File: src/hdl/zsn_pkg.sv
// shared types, constants and state encodings of the z-score normalizer
package zsn_pkg;

    localparam int NUM_CHANNELS_DEF = 17;
    localparam int RING_DEPTH_DEF   = 32768;

    localparam int CH_FIELD_W = 5;
    localparam int X_W        = 24;
    localparam int Z_W        = 24;
    localparam int LEN_W      = 16;
    localparam int SUM_W      = 39;
    localparam int SQ_W       = 62;

    localparam logic [LEN_W-1:0] LONG_LEN_RESET  = 16'd20000;
    localparam logic [LEN_W-1:0] SHORT_LEN_RESET = 16'd1500;

    localparam logic [Z_W-1:0] Z_POS_MAX = 24'h7FFFFF;
    localparam logic [Z_W-1:0] Z_NEG_MAG = 24'h800000;

    // register index, taken from paddr[2]
    localparam logic REG_LONG_LEN  = 1'b0;
    localparam logic REG_SHORT_LEN = 1'b1;

    // request kinds on tuser
    localparam logic REQ_ADD  = 1'b0;
    localparam logic REQ_NORM = 1'b1;

    typedef enum logic [3:0] {
        ST_IDLE,
        ST_RD_LONG,
        ST_RD_SHORT,
        ST_SQ_LONG,
        ST_SQ_SHORT,
        ST_SQ_NEW,
        ST_WRITE,
        ST_NORM_LONG,
        ST_WAIT_LONG,
        ST_NORM_SHORT,
        ST_WAIT_SHORT,
        ST_OUT
    } top_state_t;

    typedef enum logic [3:0] {
        SC_IDLE,
        SC_MUL,
        SC_ACC,
        SC_CMP,
        SC_SQRT,
        SC_NUM,
        SC_DIVCHK,
        SC_DIV,
        SC_DONE
    } score_state_t;

    typedef struct packed {
        logic           done;
        logic           valid;
        logic [Z_W-1:0] z;
    } score_res_t;

endpackage

File: src/hdl/zsn_score.sv
// iterative score unit: shared multiplier, bit-pair square root and restoring divider
module zsn_score
    import zsn_pkg::*;
#(
    parameter int RING_DEPTH = RING_DEPTH_DEF,
    localparam int FC_W = $clog2(RING_DEPTH + 1)
)
(
    input  logic                    clk,
    input  logic                    rst_n,
    input  logic                    start,
    input  logic signed [SUM_W-1:0] sum,
    input  logic [SQ_W-1:0]         sq,
    input  logic [FC_W-1:0]         n,
    input  logic signed [X_W-1:0]   x,
    output score_res_t              res
);

    score_state_t state_reg, state_next;

    logic [2:0]         op_reg;
    logic [63:0]        prod_reg;
    logic [79:0]        nq_reg;
    logic [79:0]        ss_reg;
    logic [39:0]        nx_reg;
    logic [79:0]        v_reg;
    logic [41:0]        rem_reg;
    logic [39:0]        root_reg;
    logic [5:0]         cnt_reg;
    logic signed [40:0] d_reg;
    logic [57:0]        num_reg;
    logic [23:0]        nlow_reg;
    logic [40:0]        drem_reg;
    logic [Z_W-1:0]     quo_reg;
    logic               sat_reg;
    logic               dneg_reg;
    logic               inval_reg;
    score_res_t         res_reg;

    logic [SUM_W-1:0] abs_sum;
    logic [X_W-1:0]   abs_x;
    logic [31:0]      mul_a;
    logic [31:0]      mul_b;
    logic [43:0]      sqrt_t;
    logic [43:0]      sqrt_trial;
    logic [40:0]      den;
    logic [41:0]      div_t;
    logic [39:0]      abs_d;
    logic [Z_W-1:0]   mag;
    logic [Z_W-1:0]   z_calc;

    assign abs_sum = sum[SUM_W-1] ? SUM_W'(-sum) : SUM_W'(sum);
    assign abs_x   = x[X_W-1] ? X_W'(-x) : X_W'(x);
    assign den     = {root_reg, 1'b0};
    assign sqrt_t  = {rem_reg, v_reg[79:78]};
    assign sqrt_trial = {2'b00, root_reg, 2'b01};
    assign div_t   = {drem_reg, nlow_reg[23]};
    assign abs_d   = d_reg[40] ? 40'(-d_reg) : 40'(d_reg);

    // operand selection for the shared multiplier
    always_comb
    begin
        case (op_reg)
            3'd0:
            begin
                mul_a = 32'(n);
                mul_b = {1'b0, sq[30:0]};
            end
            3'd1:
            begin
                mul_a = 32'(n);
                mul_b = {1'b0, sq[61:31]};
            end
            3'd2:
            begin
                mul_a = 32'(abs_sum[19:0]);
                mul_b = 32'(abs_sum[19:0]);
            end
            3'd3:
            begin
                mul_a = 32'(abs_sum[19:0]);
                mul_b = 32'(abs_sum[38:20]);
            end
            3'd4:
            begin
                mul_a = 32'(abs_sum[38:20]);
                mul_b = 32'(abs_sum[38:20]);
            end
            default:
            begin
                mul_a = 32'(n);
                mul_b = 32'(abs_x);
            end
        endcase
    end

    always_comb
    begin
        if (dneg_reg)
        begin
            mag    = (sat_reg || quo_reg > Z_NEG_MAG) ? Z_NEG_MAG : quo_reg;
            z_calc = Z_W'(~mag + 1'b1);
        end
        else
        begin
            mag    = quo_reg;
            z_calc = (sat_reg || quo_reg[Z_W-1]) ? Z_POS_MAX : quo_reg;
        end
    end

    always_comb
    begin
        state_next = state_reg;
        unique case (state_reg)
            SC_IDLE:
            begin
                if (start)
                begin
                    state_next = (n == '0) ? SC_DONE : SC_MUL;
                end
            end
            SC_MUL:
            begin
                state_next = SC_ACC;
            end
            SC_ACC:
            begin
                state_next = (op_reg == 3'd5) ? SC_CMP : SC_MUL;
            end
            SC_CMP:
            begin
                state_next = (nq_reg <= ss_reg) ? SC_DONE : SC_SQRT;
            end
            SC_SQRT:
            begin
                if (cnt_reg == '0)
                begin
                    state_next = SC_NUM;
                end
            end
            SC_NUM:
            begin
                state_next = SC_DIVCHK;
            end
            SC_DIVCHK:
            begin
                state_next = ({7'b0, num_reg} >= {den, 24'b0}) ? SC_DONE : SC_DIV;
            end
            SC_DIV:
            begin
                if (cnt_reg == '0)
                begin
                    state_next = SC_DONE;
                end
            end
            SC_DONE:
            begin
                state_next = SC_IDLE;
            end
            default:
            begin
                state_next = SC_IDLE;
            end
        endcase
    end

    always_ff @(posedge clk or negedge rst_n)
    begin
        if (!rst_n)
        begin
            state_reg <= SC_IDLE;
            res_reg   <= '0;
        end
        else
        begin
            state_reg <= state_next;
            res_reg.done  <= (state_reg == SC_DONE);
            res_reg.valid <= (state_reg == SC_DONE) && !inval_reg;
            res_reg.z     <= (state_reg == SC_DONE && !inval_reg) ? z_calc : '0;
        end
    end

    always_ff @(posedge clk)
    begin
        case (state_reg)
            SC_IDLE:
            begin
                op_reg    <= '0;
                inval_reg <= (n == '0);
                sat_reg   <= 1'b0;
                dneg_reg  <= 1'b0;
                quo_reg   <= '0;
            end
            SC_MUL:
            begin
                prod_reg <= mul_a * mul_b;
            end
            SC_ACC:
            begin
                case (op_reg)
                    3'd0: nq_reg <= 80'(prod_reg);
                    3'd1: nq_reg <= nq_reg + (80'(prod_reg) << 31);
                    3'd2: ss_reg <= 80'(prod_reg);
                    3'd3: ss_reg <= ss_reg + (80'(prod_reg) << 21);
                    3'd4: ss_reg <= ss_reg + (80'(prod_reg) << 40);
                    default: nx_reg <= prod_reg[39:0];
                endcase
                op_reg <= op_reg + 3'd1;
            end
            SC_CMP:
            begin
                inval_reg <= (nq_reg <= ss_reg);
                v_reg     <= nq_reg - ss_reg;
                rem_reg   <= '0;
                root_reg  <= '0;
                cnt_reg   <= 6'd39;
                d_reg     <= (x[X_W-1] ? -$signed({1'b0, nx_reg}) : $signed({1'b0, nx_reg}))
                             - 41'(sum);
            end
            SC_SQRT:
            begin
                // one root bit per step from the top pair of the radicand
                if (sqrt_t >= sqrt_trial)
                begin
                    rem_reg  <= 42'(sqrt_t - sqrt_trial);
                    root_reg <= {root_reg[38:0], 1'b1};
                end
                else
                begin
                    rem_reg  <= sqrt_t[41:0];
                    root_reg <= {root_reg[38:0], 1'b0};
                end
                v_reg   <= {v_reg[77:0], 2'b00};
                cnt_reg <= cnt_reg - 6'd1;
            end
            SC_NUM:
            begin
                dneg_reg <= d_reg[40];
                num_reg  <= (58'(abs_d) << 17) + 58'(root_reg);
            end
            SC_DIVCHK:
            begin
                sat_reg  <= ({7'b0, num_reg} >= {den, 24'b0});
                drem_reg <= 41'(num_reg[57:24]);
                nlow_reg <= num_reg[23:0];
                quo_reg  <= '0;
                cnt_reg  <= 6'd23;
            end
            SC_DIV:
            begin
                if (div_t >= {1'b0, den})
                begin
                    drem_reg <= 41'(div_t - {1'b0, den});
                    quo_reg  <= {quo_reg[Z_W-2:0], 1'b1};
                end
                else
                begin
                    drem_reg <= div_t[40:0];
                    quo_reg  <= {quo_reg[Z_W-2:0], 1'b0};
                end
                nlow_reg <= {nlow_reg[22:0], 1'b0};
                cnt_reg  <= cnt_reg - 6'd1;
            end
            default:
            begin
            end
        endcase
    end

    assign res = res_reg;

`ifndef SYNTHESIS
    a_valid_root: assert property (@(posedge clk) disable iff (!rst_n)
        (state_reg == SC_DONE && !inval_reg) |-> (root_reg != '0))
        else $error("score valid with zero root");
    a_done_pulse: assert property (@(posedge clk) disable iff (!rst_n)
        res_reg.done |=> !res_reg.done)
        else $error("score done longer than one cycle");
    a_invalid_zero: assert property (@(posedge clk) disable iff (!rst_n)
        (res_reg.done && !res_reg.valid) |-> (res_reg.z == '0))
        else $error("invalid score not zero");
`endif

endmodule

File: config.mk
export PLATFORM = sky130hd
export DESIGN_NAME = zsn_score
export DESIGN_NICKNAME = d
export VERILOG_FILES = /design/src/hdl/zsn_pkg.sv /design/src/hdl/zsn_score.sv
export SDC_FILE = /design/constraint.sdc
export NUM_CORES = 2
export LEC_CHECK = 0
export ABC_AREA = 1
export BUFFER_PORTS_ARGS = -buffer_cell sky130_fd_sc_hd__buf_2
export CAP_MARGIN = 15
export CORE_ASPECT_RATIO = 0.9
export CORE_MARGIN = 2
export CORE_UTILIZATION = 35
export CTS_CLUSTER_DIAMETER = 200
export DETAILED_ROUTE_END_ITERATION = 8
export GPL_ROUTABILITY_DRIVEN = 0
export PLACE_DENSITY = 0.6
export SLEW_MARGIN = 25
export SYNTH_ARGS = -nofsm -noshare
export SYNTH_HDL_FRONTEND = slang
export SYNTH_SLANG_ARGS = --single-unit
File: constraint.sdc
create_clock -name clk -period 9.9 [get_ports clk]
set_clock_uncertainty 0.15 [all_clocks]
set_input_delay 0.99 -clock clk [delete_from_list [all_inputs] [get_ports clk]]
set_output_delay 0.99 -clock clk [all_outputs]
set_load 0.05 [all_outputs]
==> flow_metrics.tcl <==
set metrics [dict create \
    rsz0062_at_grt "false" \
    arrival_ps 9760 \
    cts_setup_buffers 0 \
    clkSinkCount 646 \
    dpl_cell_area_um2 82300 \
    clk_latency_ps 740 \
    final_hold_viol_count 0 \
    async_flop_share_pct 4.64 \
    path_max_fanout 11 \
    final_nets 12200 \
    path_common_cell "fa_1" \
    htreeDepth 3 \
    port_buffers 169 \
    syn-cell-area_um2 77700 \
    routed_wl_mm 295 \
    critPathLaunchType "flop" \
    clock-root-buffer "clkbuf_16" \
    synth.ff_latch_count 646 \
    postRouteAntennaNets 0 \
    worstPathRequired_ps 10260 \
    die_h_um 451 \
    overflow 0 \
    cp-end-kind "flop" \
    clock.fmax_mhz 106 \
    dr.pass1.iters 8 \
    grt_pass1_vias 71100 \
    r2r_slack_ps 500 \
    cts_resized 0 \
    yosys_warnings 0 \
    layout-drive-gt1-share_pct 5.38 \
    finalSetupTns_ps 0 \
    dp_hpwl_mm 237 \
    grt_max_degree 85 \
    status "finished clean" \
    r2r.worst_path.cells 27 \
    rr_startpoint "op_reg[1]" \
    antenna_found_initial 7 \
    clockBufferDepth 3 \
    cp_slowest_stage_delay_ps 570 \
    pin_count 170 \
    cp_slowest_cell "a22o_1" \
    fp.dieW_um 501 \
    filler_cell_count 23400 \
    hold_slack_ps 161 \
    max-cap-violations 0 \
    track_usage_pct 25.7 \
    die_area_um2 226000 \
    multi_input_area_um2 50600 \
    setup_viol 0 \
    cts_buffers 85 \
    slew_headroom_pct 25.6 \
    ys_types 72 \
    avgSynthCellArea_um2 7.21 \
    worst_pin_slew_ps 1110 \
    viasPerCell 5.33 \
    ctsHoldBuffers 0 \
    synth_nets 12000 \
    core_um2 221000 \
    vias 74400 \
    seq_area_frac_synth_pct 24.8 \
    critPathKind "reg2reg" \
    rows 164 \
    drt-initial-drc-count 8583 \
    layout-area-overhead-vs-synth_pct 9.67 \
    design_area_um2 85200 \
    start_util_pct 35.1 \
    slew_viol_final 0 \
    seq_area_um2 19200 \
    synth_edf_count 616 \
    grt_first_pass_wirelength_mm 442 \
    routedWlPerCell_um 21.1 \
    path_clk_slew_ps 60 \
    holdCritPathClass "in2async" \
    route.detailed.drc 0 \
    finalCriticalPeriod_ps 9400 \
    reg2reg_to "prod_reg[35]" \
    fin_crit_sh_pct 95.0 \
    cts_tree "yes" \
    synthCells 10800 \
    ys.flop_type "edfxtp_1" \
]
==> worst max-delay path by stage <==
| stage | start | endpoint | slack (ps) | depth (start not counted) |
|---|---|---|---|---|
| 2_1_floorplan | sum[1] | prod_reg[51] | 1440 | 38 |
| 3_3_place_gp | sum[1] | prod_reg[35] | -20 | 32 |
| 3_5_place_dp | sum[1] | prod_reg[35] | 100 | 32 |
| 4_1_cts | op_reg[1] | prod_reg[35] | 600 | 31 |
| 5_1_grt | sum[1] | prod_reg[35] | 50 | 34 |
| 6_report | op_reg[1] | prod_reg[35] | 500 | 27 |
==> kinds of logic after synthesis <==
logic type	synth area share, %
AND/OR/NAND/NOR	25.2
buffers and inverters	10.2
adder cells (fa/ha/maj)	22.9
XOR/XNOR	3.69
flip-flops	24.8
AO/OA/AOI/OAI	13.2
==> synth_stat cells, drive strengths merged, types with 46 or more instances <==
| cell type | n | share of area [%] |
|---|---|---|
| a21o | 62 | 0.60 |
| a21oi | 764 | 5.0 |
| a31oi | 71 | 0.57 |
| buf | 113 | 0.80 |
| clkbuf | 95 | 0.46 |
| edfxtp | 616 | 24 |
| fa | 527 | 14 |
| ha | 582 | 9.4 |
| inv | 1853 | 9.0 |
| nand2 | 2495 | 12 |
| nand3 | 480 | 3.1 |
| nand4 | 113 | 0.91 |
| nor2 | 1482 | 7.2 |
| nor3 | 99 | 0.67 |
| nor4 | 46 | 0.38 |
| o21ai | 659 | 4.3 |
| o21bai | 65 | 0.63 |
| xnor2 | 123 | 1.4 |
| xor2 | 204 | 2.3 |
==> worst max-delay path: cells and delay by family (launching register included) <==
family,cells,cell delay [ps]
adder cells (fa/ha/maj),9,4170
AO/OA/AOI/OAI,9,2620
AND/OR/NAND/NOR,2,670
XOR/XNOR,1,350
flip-flops,1,420
buffers and inverters,6,780
==> through the flow <==
step / utilization, % / instances / setup WS, ps
after floorplan: - / 10800 / 1440
after global placement: 37.2 / 13800 / -16.3
after detailed placement: 37.2 / 13800 / 102
after CTS: 38.5 / 13900 / 602
after global routing: 38.5 / 14000 / 52.2
final: 38.5 / 14000 / 499
==> metal layers <==
metal	wire length [um]	up-vias	track usage (%)
met5	14	-	0
met4	21400	2	15.2
met3	27200	760	4.96
met2	124000	3481	38.6
met1	123000	35000	34.2
li1	-	35200	-
==> layout by cell type (no fill, tap or decap), drive strengths merged, types with 113 or more instances in the layout <==
master	instances
nand2	2495
inv	1858
nor2	1482
a21oi	764
o21ai	659
edfxtp	616
ha	582
fa	527
nand3	480
buf	297
xor2	204
xnor2	123
nand4	113
==> layout make-up <==
class / count / area share [%]
antenna: 30 / 0.0881
clock buffer: 91 / 2.52
clock inverter: 60 / 0.775
inverter: 1859 / 8.20
multi-input combinational: 8070 / 59.4
sequential: 646 / 22.6
tap: 2905 / 4.26
timing repair buffer: 297 / 2.17
Power is left out: the tool's default activity adds up to more than one toggle a clock period on the data nets, which glitch-free logic cannot reach.
